**config.mk**
```make
export PLATFORM = sky130hd
export DESIGN_NAME = json_string_unescape_utf8_flat
export DESIGN_NICKNAME = d
export VERILOG_FILES = /design/src/hw/rtl/jsu_pkg.sv /design/src/hw/rtl/jsu_in_if.sv /design/src/hw/rtl/jsu_out_if.sv /design/src/hw/rtl/jsu_front.sv /design/src/hw/rtl/jsu_fifo.sv /design/src/hw/rtl/jsu_back.sv /design/src/hw/rtl/json_string_unescape_utf8.sv /design/src/flat_wrapper.sv
export SDC_FILE = /design/constraint.sdc
export NUM_CORES = 1
export LEC_CHECK = 0
export ABC_CLOCK_PERIOD_IN_PS = 4200
export BUFFER_PORTS_ARGS = -buffer_cell sky130_fd_sc_hd__buf_2
export CELL_PAD_IN_SITES_DETAIL_PLACEMENT = 1
export CELL_PAD_IN_SITES_GLOBAL_PLACEMENT = 1
export CORE_UTILIZATION = 51
export CTS_BUF_LIST = sky130_fd_sc_hd__clkbuf_4 sky130_fd_sc_hd__clkbuf_8 sky130_fd_sc_hd__clkbuf_16
export DETAILED_ROUTE_END_ITERATION = 7
export GPL_TIMING_DRIVEN = 0
export PLACE_DENSITY = 0.79
export SLEW_MARGIN = 20
export SYNTH_ARGS = -nofsm -noshare
export SYNTH_HDL_FRONTEND = slang
export SYNTH_SLANG_ARGS = --single-unit
```
**constraint.sdc**
```tcl
create_clock -name clk -period 4.2 [get_ports clk]
set_clock_uncertainty 0.1 [all_clocks]
set_input_delay 0.63 -clock clk [delete_from_list [all_inputs] [get_ports clk]]
set_output_delay 0.63 -clock clk [all_outputs]
set_load 0.01 [all_outputs]
```
**src/hw/rtl/jsu_pkg.sv**
```systemverilog
// ----------------------------------------------------------------------------
// jsu_pkg
// Shared types, constants and the UTF-8 encoder for the JSON string unescaper.
// ----------------------------------------------------------------------------
`default_nettype none

package jsu_pkg;

  localparam int unsigned MAX_TOKEN_LEN_DEF = 65535;
  localparam int unsigned COUNT_W           = 16;
  localparam int unsigned COUNT_MAX         = 65535;
  localparam int unsigned FIFO_DEPTH        = 4;
  localparam int unsigned FIFO_AW           = $clog2(FIFO_DEPTH);
  localparam int unsigned CP_W              = 21;

  localparam logic [7:0] CH_BACKSLASH = 8'h5C;

  // One decoded step: up to four output bytes plus an optional terminator
  typedef struct packed {
    logic [3:0][7:0] bytes;
    logic [2:0]      nbytes;
    logic            term;
    logic            bad;
  } job_t;

  typedef struct packed {
    logic [3:0][7:0] bytes;
    logic [2:0]      nbytes;
  } enc_t;

  typedef struct packed {
    logic full;
    logic avail;
  } fifo_stat_t;

  function automatic enc_t utf8_encode(input logic [CP_W-1:0] cp);
    enc_t e;
    e = '0;
    if (cp < CP_W'('h80)) begin
      e.nbytes   = 3'd1;
      e.bytes[0] = cp[7:0];
    end else if (cp < CP_W'('h800)) begin
      e.nbytes   = 3'd2;
      e.bytes[0] = 8'hC0 | {3'b000, cp[10:6]};
      e.bytes[1] = 8'h80 | {2'b00, cp[5:0]};
    end else if (cp < CP_W'('h10000)) begin
      e.nbytes   = 3'd3;
      e.bytes[0] = 8'hE0 | {4'b0000, cp[15:12]};
      e.bytes[1] = 8'h80 | {2'b00, cp[11:6]};
      e.bytes[2] = 8'h80 | {2'b00, cp[5:0]};
    end else begin
      e.nbytes   = 3'd4;
      e.bytes[0] = 8'hF0 | {5'b00000, cp[20:18]};
      e.bytes[1] = 8'h80 | {2'b00, cp[17:12]};
      e.bytes[2] = 8'h80 | {2'b00, cp[11:6]};
      e.bytes[3] = 8'h80 | {2'b00, cp[5:0]};
    end
    return e;
  endfunction

endpackage

`default_nettype wire

```
**src/hw/rtl/jsu_in_if.sv**
```systemverilog
// ----------------------------------------------------------------------------
// jsu_in_if
// Input byte channel: one raw token byte per request.
// ----------------------------------------------------------------------------
`default_nettype none

interface jsu_in_if;
  logic       valid;
  logic       ready;
  logic [7:0] data_byte;
  logic       last_byte;

  modport source (output valid, output data_byte, output last_byte, input ready);
  modport sink   (input valid, input data_byte, input last_byte, output ready);
endinterface

`default_nettype wire

```
**src/hw/rtl/jsu_out_if.sv**
```systemverilog
// ----------------------------------------------------------------------------
// jsu_out_if
// Output channel: one decoded byte or one terminator per request.
// ----------------------------------------------------------------------------
`default_nettype none

interface jsu_out_if;
  logic        valid;
  logic        ready;
  logic [7:0]  out_byte;
  logic        end_mark;
  logic [15:0] out_count;
  logic        bad_end;

  modport source (output valid, output out_byte, output end_mark, output out_count,
                  output bad_end, input ready);
  modport sink   (input valid, input out_byte, input end_mark, input out_count,
                  input bad_end, output ready);
endinterface

`default_nettype wire

```
**src/hw/rtl/jsu_front.sv**
```systemverilog
// ----------------------------------------------------------------------------
// jsu_front
// Escape parser: takes one token byte per cycle while the job queue is not full and queues the bytes it decodes.
// ----------------------------------------------------------------------------
`default_nettype none

module jsu_front (
  input  wire logic         clk,
  input  wire logic         rst,
  jsu_in_if.sink            in_ch,
  input  wire logic         q_full,
  output logic              push,
  output jsu_pkg::job_t     push_job
);
  import jsu_pkg::*;

  typedef enum logic [2:0] {
    PH_NORMAL = 3'd0,
    PH_ESC    = 3'd1,
    PH_HEX1   = 3'd2,
    PH_SKIP   = 3'd3,
    PH_HEX2   = 3'd4,
    PH_COPY   = 3'd5
  } phase_t;

  phase_t      phase, phase_next;
  logic [1:0]  digit_index, digit_index_next;
  logic [1:0]  copy_left, copy_left_next;
  logic [15:0] first_unit, first_unit_next;
  logic [15:0] second_unit, second_unit_next;

  logic        acc;
  logic [7:0]  c;
  logic [3:0]  hv;
  logic [15:0] unit1, unit2;
  logic [CP_W-1:0] pair_cp;
  enc_t        enc1, enc2;
  job_t        job;

  function automatic logic [8:0] simple_escape(input logic [7:0] ch);
    logic [8:0] r;
    case (ch)
      8'h22:   r = {1'b1, 8'h22};
      8'h2F:   r = {1'b1, 8'h2F};
      8'h5C:   r = {1'b1, 8'h5C};
      8'h62:   r = {1'b1, 8'h08};
      8'h66:   r = {1'b1, 8'h0C};
      8'h6E:   r = {1'b1, 8'h0A};
      8'h72:   r = {1'b1, 8'h0D};
      8'h74:   r = {1'b1, 8'h09};
      default: r = '0;
    endcase
    return r;
  endfunction

  assign in_ch.ready = !q_full;
  assign acc         = in_ch.valid && !q_full;
  assign c           = in_ch.data_byte;

  // Letters of either case land on low nibble + 9; no digit check
  assign hv = (c >= 8'h41) ? (c[3:0] + 4'd9) : c[3:0];

  assign unit1   = {first_unit[11:0], hv};
  assign unit2   = {second_unit[11:0], hv};
  // (first - D800) << 10 + second - DC00 + 10000; first is a high surrogate here
  assign pair_cp = {1'b0, first_unit[9:0], 10'b0} + CP_W'(unit2) + CP_W'('h2400);
  assign enc1    = utf8_encode(CP_W'(unit1));
  assign enc2    = utf8_encode(pair_cp);

  always_comb begin
    logic [8:0] se;
    se               = simple_escape(c);
    phase_next       = phase;
    digit_index_next = digit_index;
    copy_left_next   = copy_left;
    first_unit_next  = first_unit;
    second_unit_next = second_unit;
    job              = '0;

    case (phase)
      PH_ESC: begin
        if (se[8]) begin
          job.nbytes   = 3'd1;
          job.bytes[0] = se[7:0];
          phase_next   = PH_NORMAL;
        end else begin
          phase_next       = PH_HEX1;
          digit_index_next = 2'd0;
          first_unit_next  = '0;
        end
      end
      PH_HEX1: begin
        first_unit_next = unit1;
        if (digit_index == 2'd3) begin
          digit_index_next = 2'd0;
          if (unit1 >= 16'hD800 && unit1 <= 16'hDBFF) begin
            phase_next = PH_SKIP;
          end else begin
            job.bytes  = enc1.bytes;
            job.nbytes = enc1.nbytes;
            phase_next = PH_NORMAL;
          end
        end else begin
          digit_index_next = digit_index + 2'd1;
        end
      end
      PH_SKIP: begin
        if (digit_index == 2'd1) begin
          digit_index_next = 2'd0;
          second_unit_next = '0;
          phase_next       = PH_HEX2;
        end else begin
          digit_index_next = 2'd1;
        end
      end
      PH_HEX2: begin
        second_unit_next = unit2;
        if (digit_index == 2'd3) begin
          digit_index_next = 2'd0;
          job.bytes        = enc2.bytes;
          job.nbytes       = enc2.nbytes;
          phase_next       = PH_NORMAL;
        end else begin
          digit_index_next = digit_index + 2'd1;
        end
      end
      PH_COPY: begin
        job.nbytes     = 3'd1;
        job.bytes[0]   = c;
        copy_left_next = copy_left - 2'd1;
        if (copy_left == 2'd1) begin
          phase_next = PH_NORMAL;
        end
      end
      default: begin
        if (c == CH_BACKSLASH) begin
          phase_next = PH_ESC;
        end else if (c >= 8'h80) begin
          job.nbytes     = 3'd1;
          job.bytes[0]   = c;
          copy_left_next = (c >= 8'hF0) ? 2'd3 : (c >= 8'hE0) ? 2'd2 : 2'd1;
          phase_next     = PH_COPY;
        end else begin
          job.nbytes   = 3'd1;
          job.bytes[0] = c;
          phase_next   = PH_NORMAL;
        end
      end
    endcase

    if (in_ch.last_byte) begin
      job.term = 1'b1;
      job.bad  = (phase_next == PH_ESC) || (phase_next == PH_HEX1) ||
                 (phase_next == PH_SKIP) || (phase_next == PH_HEX2);
      phase_next       = PH_NORMAL;
      digit_index_next = '0;
      copy_left_next   = '0;
      first_unit_next  = '0;
      second_unit_next = '0;
    end
  end

  assign push     = acc && (job.nbytes != 3'd0 || job.term);
  assign push_job = job;

  always_ff @(posedge clk) begin
    if (rst) begin
      phase       <= PH_NORMAL;
      digit_index <= '0;
      copy_left   <= '0;
      first_unit  <= '0;
      second_unit <= '0;
    end else if (acc) begin
      phase       <= phase_next;
      digit_index <= digit_index_next;
      copy_left   <= copy_left_next;
      first_unit  <= first_unit_next;
      second_unit <= second_unit_next;
    end
  end

endmodule

`default_nettype wire

```
**src/hw/rtl/jsu_fifo.sv**
```systemverilog
// ----------------------------------------------------------------------------
// jsu_fifo
// Short job queue between the parser and the byte emitter.
// ----------------------------------------------------------------------------
`default_nettype none

module jsu_fifo (
  input  wire logic          clk,
  input  wire logic          rst,
  input  wire logic          push,
  input  wire jsu_pkg::job_t push_job,
  input  wire logic          pop,
  output jsu_pkg::job_t      head,
  output jsu_pkg::fifo_stat_t stat
);
  import jsu_pkg::*;

  job_t               mem [FIFO_DEPTH];
  logic [FIFO_AW-1:0] wr_ptr;
  logic [FIFO_AW-1:0] rd_ptr;
  logic [FIFO_AW:0]   cnt;

  assign head       = mem[rd_ptr];
  assign stat.full  = (cnt == (FIFO_AW+1)'(FIFO_DEPTH));
  assign stat.avail = (cnt != '0);

  always_ff @(posedge clk) begin
    if (push) begin
      mem[wr_ptr] <= push_job;
    end
  end

  always_ff @(posedge clk) begin
    if (rst) begin
      wr_ptr <= '0;
      rd_ptr <= '0;
      cnt    <= '0;
    end else begin
      if (push) begin
        wr_ptr <= wr_ptr + 1'b1;
      end
      if (pop) begin
        rd_ptr <= rd_ptr + 1'b1;
      end
      if (push && !pop) begin
        cnt <= cnt + 1'b1;
      end else if (pop && !push) begin
        cnt <= cnt - 1'b1;
      end
    end
  end

endmodule

`default_nettype wire

```
**src/hw/rtl/jsu_back.sv**
```systemverilog
// ----------------------------------------------------------------------------
// jsu_back
// Byte emitter: plays out queued jobs one byte per cycle while the output is taken, then the terminator if any.
// ----------------------------------------------------------------------------
`default_nettype none

module jsu_back #(
  parameter int unsigned MAX_TOKEN_LEN = jsu_pkg::MAX_TOKEN_LEN_DEF
) (
  input  wire logic          clk,
  input  wire logic          rst,
  input  wire jsu_pkg::job_t head,
  input  wire logic          avail,
  output logic               pop,
  jsu_out_if.source          out_ch
);
  import jsu_pkg::*;

  localparam int unsigned CAP = (MAX_TOKEN_LEN > COUNT_MAX) ? COUNT_MAX : MAX_TOKEN_LEN;
  localparam logic [COUNT_W-1:0] CAP_V = CAP[COUNT_W-1:0];

  logic               o_valid;
  logic [7:0]         o_byte;
  logic               o_end;
  logic [COUNT_W-1:0] o_count;
  logic               o_bad;

  logic [2:0]         idx;
  logic [COUNT_W-1:0] count;
  logic               load;
  logic               is_byte;
  logic               job_done;

  assign load     = avail && (!o_valid || out_ch.ready);
  assign is_byte  = idx < head.nbytes;
  assign job_done = is_byte ? ((idx + 3'd1 == head.nbytes) && !head.term) : 1'b1;
  assign pop      = load && job_done;

  always_ff @(posedge clk) begin
    if (rst) begin
      o_valid <= 1'b0;
      idx     <= '0;
      count   <= '0;
    end else begin
      if (o_valid && out_ch.ready) begin
        o_valid <= 1'b0;
      end
      if (load) begin
        o_valid <= 1'b1;
        if (is_byte) begin
          if (count < CAP_V) begin
            count <= count + 1'b1;
          end
          idx <= job_done ? 3'd0 : idx + 3'd1;
        end else begin
          count <= '0;
          idx   <= '0;
        end
      end
    end
  end

  // payload, no reset needed
  always_ff @(posedge clk) begin
    if (load) begin
      if (is_byte) begin
        o_byte  <= head.bytes[idx[1:0]];
        o_end   <= 1'b0;
        o_count <= '0;
        o_bad   <= 1'b0;
      end else begin
        o_byte  <= '0;
        o_end   <= 1'b1;
        o_count <= count;
        o_bad   <= head.bad;
      end
    end
  end

  assign out_ch.valid     = o_valid;
  assign out_ch.out_byte  = o_byte;
  assign out_ch.end_mark  = o_end;
  assign out_ch.out_count = o_count;
  assign out_ch.bad_end   = o_bad;

endmodule

`default_nettype wire

```
**src/hw/rtl/json_string_unescape_utf8.sv**
```systemverilog
// Path: an accepted byte's decoded job is registered in the job queue, and its results then in the output register.
// Throughput: one input byte per cycle while the 4-entry job queue has room; the
//   output register gives one result per cycle while the sink is ready, so a step
//   holds the emitter until all its results are out (up to 4 bytes plus the terminator).
// Reset: synchronous, active high; clears the parser state, queue and output valid.
// ----------------------------------------------------------------------------
// json_string_unescape_utf8
// JSON string unescaper to UTF-8: parser front, job queue, byte emitter back.
// ----------------------------------------------------------------------------
`default_nettype none

module json_string_unescape_utf8 #(
  parameter int unsigned MAX_TOKEN_LEN = jsu_pkg::MAX_TOKEN_LEN_DEF
) (
  input  wire logic clk,
  input  wire logic rst,
  jsu_in_if.sink    in_ch,
  jsu_out_if.source out_ch
);
  import jsu_pkg::*;

  localparam int unsigned CAP = (MAX_TOKEN_LEN > COUNT_MAX) ? COUNT_MAX : MAX_TOKEN_LEN;

  logic       push;
  job_t       push_job;
  logic       pop;
  job_t       head;
  fifo_stat_t stat;

  jsu_front u_front (
    .clk      (clk),
    .rst      (rst),
    .in_ch    (in_ch),
    .q_full   (stat.full),
    .push     (push),
    .push_job (push_job)
  );

  jsu_fifo u_fifo (
    .clk      (clk),
    .rst      (rst),
    .push     (push),
    .push_job (push_job),
    .pop      (pop),
    .head     (head),
    .stat     (stat)
  );

  jsu_back #(
    .MAX_TOKEN_LEN (MAX_TOKEN_LEN)
  ) u_back (
    .clk    (clk),
    .rst    (rst),
    .head   (head),
    .avail  (stat.avail),
    .pop    (pop),
    .out_ch (out_ch)
  );

  a_no_overflow: assert property (@(posedge clk) disable iff (rst)
    stat.full |-> !push) else $error("job queue written while full");

  a_no_underflow: assert property (@(posedge clk) disable iff (rst)
    pop |-> stat.avail) else $error("job queue read while empty");

  a_data_fields: assert property (@(posedge clk) disable iff (rst)
    (out_ch.valid && !out_ch.end_mark) |-> (out_ch.out_count == '0 && !out_ch.bad_end))
    else $error("count or error flag set on a data byte");

  a_count_cap: assert property (@(posedge clk) disable iff (rst)
    (out_ch.valid && out_ch.end_mark) |-> (32'(out_ch.out_count) <= CAP))
    else $error("byte count above cap");

  a_reset_idle: assert property (@(posedge clk)
    $past(rst) |-> !out_ch.valid) else $error("output valid right after reset");

endmodule

`default_nettype wire
```
**src/flat_wrapper.sv**
```systemverilog
// flat-port wrapper written by rule: the top's interface ports become plain ports
module json_string_unescape_utf8_flat import jsu_pkg::*;
#(
  parameter int unsigned MAX_TOKEN_LEN = jsu_pkg::MAX_TOKEN_LEN_DEF
)
  (clk, rst, in_ch_valid, in_ch_data_byte, in_ch_last_byte, in_ch_ready, out_ch_valid, out_ch_out_byte, out_ch_end_mark, out_ch_out_count, out_ch_bad_end, out_ch_ready);
  jsu_in_if in_ch_i ();
  jsu_out_if out_ch_i ();
  input  wire logic clk;
  input  wire logic rst;
  input wire logic [$bits(in_ch_i.valid)-1:0] in_ch_valid;
  input wire logic [$bits(in_ch_i.data_byte)-1:0] in_ch_data_byte;
  input wire logic [$bits(in_ch_i.last_byte)-1:0] in_ch_last_byte;
  output wire logic [$bits(in_ch_i.ready)-1:0] in_ch_ready;
  output wire logic [$bits(out_ch_i.valid)-1:0] out_ch_valid;
  output wire logic [$bits(out_ch_i.out_byte)-1:0] out_ch_out_byte;
  output wire logic [$bits(out_ch_i.end_mark)-1:0] out_ch_end_mark;
  output wire logic [$bits(out_ch_i.out_count)-1:0] out_ch_out_count;
  output wire logic [$bits(out_ch_i.bad_end)-1:0] out_ch_bad_end;
  input wire logic [$bits(out_ch_i.ready)-1:0] out_ch_ready;
  assign in_ch_i.valid = in_ch_valid;
  assign in_ch_i.data_byte = in_ch_data_byte;
  assign in_ch_i.last_byte = in_ch_last_byte;
  assign in_ch_ready = in_ch_i.ready;
  assign out_ch_valid = out_ch_i.valid;
  assign out_ch_out_byte = out_ch_i.out_byte;
  assign out_ch_end_mark = out_ch_i.end_mark;
  assign out_ch_out_count = out_ch_i.out_count;
  assign out_ch_bad_end = out_ch_i.bad_end;
  assign out_ch_i.ready = out_ch_ready;
  json_string_unescape_utf8 #(.MAX_TOKEN_LEN(MAX_TOKEN_LEN)) u_core (.clk(clk), .rst(rst), .in_ch(in_ch_i), .out_ch(out_ch_i));
endmodule
```
=== Word-level counts from Yosys, hierarchy flattened ===
Memory sizes are Yosys's and may differ from the RTL's. A register that Yosys moved wholly into a read port is not among the register bits.
Index checks and enable logic that the tools add are counted.

* Register bits: 84
* Memory bits (writable): 148
* Output and inout bits: 28
* Logic and storage cells: 165
* Memories kept: 1

{| class="wikitable"
|+ Memory list
! memory !! depth !! bits a word !! read ports !! clocked after Yosys merged registers in !! wr ports !! RTL line !! RTL
|-
| u_core.u_fifo.mem || 4 || 37 || 1 || 1 || 1 || jsu_fifo.sv:18 || <nowiki>job_t mem [FIFO_DEPTH];</nowiki>
|}

* Add/sub/neg operators: 11
* Order comparisons: 14
* Equality and inequality tests: 27
* Mux-type cells: 63
* Reductions and logical operators: 34

{| class="wikitable"
|+ Operators by type and width
! operator !! number
|-
| $pmux 9 s8 || 1
|-
| $mux 16 || 4
|-
| $pmux 11 s5 || 1
|-
| $mux 27 || 2
|-
| $eq 8x7->1 const B || 6
|-
| $mux 12 || 4
|-
| $pmux 12 s2 || 2
|-
| $pmux 24 s2 || 1
|-
| $mux 11 || 4
|-
| $mux 35 || 1
|-
| $mux 3 || 11
|-
| $mux 2 || 13
|-
| $mux 25 || 1
|-
| $ge 8x8->1 const B || 3
|-
| $mux 24 || 1
|-
| $mux 8 || 3
|-
| $add 20x16->21 || 1
|-
| $add 21x14->21 const B || 1
|-
| $lt 21x12->1 const B || 1
|-
| $lt 21x17->1 const B || 1
|-
| $lt 21x8->1 const B || 1
|-
| $mux 19 || 1
|-
| $mux 17 || 1
|-
| $add 16x1->16 const B || 1
|-
| other kinds (40) || 83
|}

=== Depth between registers and ports, before layout ===
* Depth in word-level cells: 18
* Depth in mapped cells: 15

=== Hierarchy ===
A second synthesis with hierarchy kept.

* Cell total of the unflattened synthesis: 937
* Area, all modules: 11787.6 um2

{| class="wikitable"
|+ Modules (own cells, without submodules)
! module !! times used !! cells each !! area each (um2) !! seq. area each (um2)
|-
| jsu_fifo || 1 || 237 || 5825.6 || 4624.4
|-
| jsu_front || 1 || 486 || 3442.1 || 620.6
|-
| jsu_back || 1 || 214 || 2519.9 || 1181.1
|}

=== Worst setup path after synthesis ===
OpenSTA, ideal clock, no wires.

* Path type: in2reg
* Start: input port in_ch_data_byte[0]
* End: register u_core.u_fifo.cnt[2]
* Setup time: 70 ps
* Data arrival time: 3387 ps
* Required time: 4030 ps
* Slack: 643 ps
* Stages on the path: 13
* Buffers on the path: 0
* Path through: inv_1 ha_1 inv_1 or3_1 o221a_2 nand2b_1 a31oi_4 ha_1 inv_1 fa_1 xor2_1 or3_1 a21oi_1

* Word-level cells in the longest chain between the ends: 16
* Elaborated cells on any way between the ends: 41
* Those cells by class: add/sub (3); order compare (8); eq/ne (8); mux (14); reduce/logical (8)

{| class="wikitable"
|+ Ends and longest elaborated chain
! element !! RTL line !! RTL
|-
| start: declaration || flat_wrapper.sv:12 || <nowiki>input wire logic [$bits(in_ch_i.data_byte)-1:0] in_ch_data_byte;</nowiki>
|-
| $ge 8x7->1 / $add 4x4->4 (equally long branches) || jsu_front.sv:61 || <nowiki>assign hv = (c >= 8'h41) ? (c[3:0] + 4'd9) : c[3:0];</nowiki>
|-
| $mux 4 || jsu_front.sv:61 ||
|-
| $add 20x16->21 || jsu_front.sv:66 || <nowiki>assign pair_cp = {1'b0, first_unit[9:0], 10'b0} + CP_W'(unit2) + CP_W'('h2400);</nowiki>
|-
| $add 21x14->21 || jsu_front.sv:66 ||
|-
| $lt 21x17->1 || jsu_pkg.sv:46 || <nowiki>end else if (cp < CP_W'('h10000)) begin</nowiki>
|-
| $mux 25 || jsu_pkg.sv:46 ||
|-
| $mux 19 || jsu_pkg.sv:42 || <nowiki>end else if (cp < CP_W'('h800)) begin</nowiki>
|-
| $mux 11 || jsu_pkg.sv:39 || <nowiki>if (cp < CP_W'('h80)) begin</nowiki>
|-
| $mux 35 || jsu_front.sv:118 || <nowiki>if (digit_index == 2'd3) begin</nowiki>
|-
| $pmux 11 s5 * || jsu_front.sv:80 || <nowiki>case (phase)</nowiki>
|-
| $reduce_bool 3->1 * || jsu_front.sv:163 || <nowiki>assign push = acc && (job.nbytes != 3'd0 || job.term);</nowiki>
|-
| $logic_or 1x1->1 * || jsu_front.sv:163 ||
|-
| $logic_and 1x1->1 * || jsu_front.sv:163 ||
|-
| named net u_core.push || json_string_unescape_utf8.sv:24 || <nowiki>logic push;</nowiki>
|-
| $logic_not 1->1 || jsu_fifo.sv:47 || <nowiki>end else if (pop && !push) begin</nowiki>
|-
| $logic_and 1x1->1 || jsu_fifo.sv:47 ||
|-
| $reduce_bool 2->1 (no source line) || - ||
|-
| end signal: assignment || jsu_fifo.sv:46 || <nowiki>cnt <= cnt + 1'b1;</nowiki>
|-
| end signal: assignment || jsu_fifo.sv:48 || <nowiki>cnt <= cnt - 1'b1;</nowiki>
|-
| end: declaration || jsu_fifo.sv:21 || <nowiki>logic [FIFO_AW:0] cnt;</nowiki>
|}

Mark *: on every way through the listed nets, which the timed path passes. The rest lies on a longest branch.
A chain may end at the register's enable or synchronous reset.

==> results_dict.tcl <==
set metrics [dict create \
    routabilityCongestion 0.902 \
    synth_top_cell_area_share 0.451 \
    power.total_mw 6.81 \
    hp-class "in -> reg" \
    grt_antenna_before_repair 0 \
    ys_types 77 \
    grt_setup_unrepaired "false" \
    drc 0 \
    synth.most_common_cell "edfxtp_1" \
    slew_headroom 0.243 \
    postCtsHoldBufs 0 \
    hold_viol 0 \
    start_kind "flip-flop" \
    reg2reg_from "u_core.u_front.first_unit[0]$_SDFFE_PP0P_" \
    drt_iter0_markers 471 \
    hpwl_um 20300 \
    synth_area_um2 10800 \
    path_max_fanout 10 \
    async_flop_share 0 \
    synth_area_leaders "edfxtp_1, dfxtp_1, mux4_2, ha_1, nor2_1" \
    postSynthAreaPerCell_um2 12.5 \
    initial_utilization 0.526 \
    crit_path_end_kind "flip-flop" \
    io_pins 41 \
    die_h_um 147 \
    drt-total-wl_um 29200 \
    drt_first_pass_iters 5 \
    cts_buffers 23 \
    grt_usage 0.274 \
    placed_area_um2 11400 \
    insertion_delay_ps 510 \
    status "finished clean" \
    synth_edf_count 162 \
    ir_drop_uv 266 \
    root_buffer "clkbuf_16" \
    io_buffer_count 35 \
    setup_violations 0 \
    vias 7507 \
    row_count 52 \
    synth_seq_cells 222 \
    ys_warn_count 0 \
    die_width_um 147 \
    leakage_nw 4.35 \
    dieArea_um2 21700 \
    n_antenna_cell 0 \
    min_period_over_period 0.940 \
    grt_pass1_vias 7948 \
    syn_nets 910 \
    final_max_slew_viol_count 0 \
    final_antenna_net_count 0 \
    arrival_ps 4060 \
    p_per_area_nw_per_um2 559 \
    fin_area_um2 12200 \
    yosysTopAreaCell "edfxtp_1" \
    clockBufferDepth 3 \
    synth_seq_area_share 0.563 \
    via_per_inst 6.17 \
    critPathKind "reg -> reg" \
    grt-ovfl-total 0 \
    grt_max_degree 32 \
    wl_per_cell_um 24.0 \
    maxCapViolCount 0 \
    cts_sinks 222 \
    clk_pin_slew_ps 60 \
    cp-startpoint "u_core.u_front.first_unit[0]$_SDFFE_PP0P_" \
    syn_inst 865 \
    hp-start "out_ch_ready" \
    final_util 0.595 \
    syn_to_final_growth_pct 13.0 \
    nets 976 \
    htree_levels 1 \
    synth_ff_type "edfxtp_1" \
    required_ps 4310 \
    tightest_slew_ps 1130 \
    cts_tree "yes" \
    max_freq_mhz 253 \
    holdWs_ps 353 \
    fillers 2087 \
    drive_above_1_share 0.184 \
    period_needed_ps 3950 \
    grt_pass1_wl_um 45400 \
    synth_common_cells "edfxtp_1, nor2_1, dfxtp_1, nand2_1, mux4_2" \
    core-area_um2 20500 \
]
## worst paths after layout
check | endpoint | slack, ps | depth (start not counted)
max reg2reg | u_core.u_fifo.mem[3][7]$_DFFE_PP_ | 250 | 14
min reg2reg | u_core.u_front.copy_left[0]$_SDFFE_PP0P_ | 390 | 2
max | u_core.u_fifo.mem[3][7]$_DFFE_PP_ | 250 | 14
min | u_core.u_back.out_ch.valid$_SDFFE_PP0P_ | 350 | 4
## sequential cells by signal, indices dropped and copies added (netlist names), named ones only
signal	count
u_core.u_back.out_ch.out_byte	8
u_core.u_back.count	16
u_core.u_fifo.cnt	3
u_core.u_back.out_ch.valid	1
u_core.u_back.out_ch.out_count	16
u_core.u_back.out_ch.end_mark	1
u_core.u_fifo.rd_ptr	2
u_core.u_fifo.mem	136
u_core.u_front.first_unit	12
u_core.u_fifo.wr_ptr	2
u_core.u_back.idx	3
u_core.u_back.out_ch.bad_end	1
u_core.u_front.second_unit	12
u_core.u_front.phase	3
u_core.u_front.digit_index	2
u_core.u_front.copy_left	2
## worst max-delay path, stage by stage, from the launching register on
cell and delay (ps):
dfxtp_1 450, inv_1 140, ha_1 220, inv_1 50, ha_1 180, inv_1 60
fa_1 390, nand2b_1 200, a211oi_2 280, o211ai_1 150, a2bb2oi_1 310, and2b_1 210
buf_4 220, nand2_1 140, o21ai_0 560
## repair_timing
item / CTS / global route
pin swaps: 0 / 2
buffers inserted: 0 / 3
resized for setup: 1 / 5
endpoints found under the setup margin: 1 / 76
## cell usage in the layout, fill, tap and decap left out, drive strengths merged, types with 7 or more instances in the layout
cell and count:
o31ai 7, a211oi 9, nand4 18, nor2 88
dfxtp 60, mux4 41, xor2 24, inv 36
clkbuf 61, edfxtp 162, ha 30, nand2 48
buf 57, xnor2 13, nand3 13, nand2b 21
a22oi 17, mux2i 14, o21ai 35, and3 8
a21oi 31, nor2b 14, and2 27, nor4 7
nor3 15
## cells by family (layout without fill, tap and decap cells)
kind of cell,count (synthesis),in the layout,synth area share
buffers and inverters,83,165,0.0311
DFF,222,222,0.563
adders and majority gates,32,32,0.0385
xor gates and xnor gates,37,37,0.0307
and+or+nand+nor,281,281,0.136
AOI/OAI and AO/OA,149,149,0.0961
muxes,61,61,0.105
## cell type report
cell class,instances,area [µm²],share of cell area
flip-flops and latches,222,6070,0.498
multi-input cells,560,4420,0.363
clock buffers,29,621,0.0509
well taps,270,338,0.0277
repair buffers,42,278,0.0228
plain buffers,47,201,0.0165
inverters,35,131,0.0108
clock inverters,12,126,0.0104
## metrics by stage
stage          setup TNS, ps  instances  worst slack, ps
2_1_floorplan              0        865              643
3_3_place_gp          -38860       1170             -292
3_5_place_dp               0       1174             48.5
4_1_cts                    0       1215             25.5
5_1_grt                    0       1217             23.8
6_report                   0       1217              250
## layer usage
metal | vias up | share of wire | global-route usage
li1 | 3397 | - | -
met1 | 3817 | 0.41 | 0.341
met2 | 221 | 0.52 | 0.488
met3 | 72 | 0.045 | 0.0386
met4 | 0 | 0.031 | 0.0964
met5 | - | 0 | 0
## power breakdown
| group | internal [mW] | switching, mW | leakage, nW |
|---|---|---|---|
| clock network | 1.18 | 0.843 | 0.363 |
| registers | 2.78 | 0.141 | 2.01 |
| logic | 0.740 | 1.13 | 1.97 |
(Power assumes the default switching activity.)
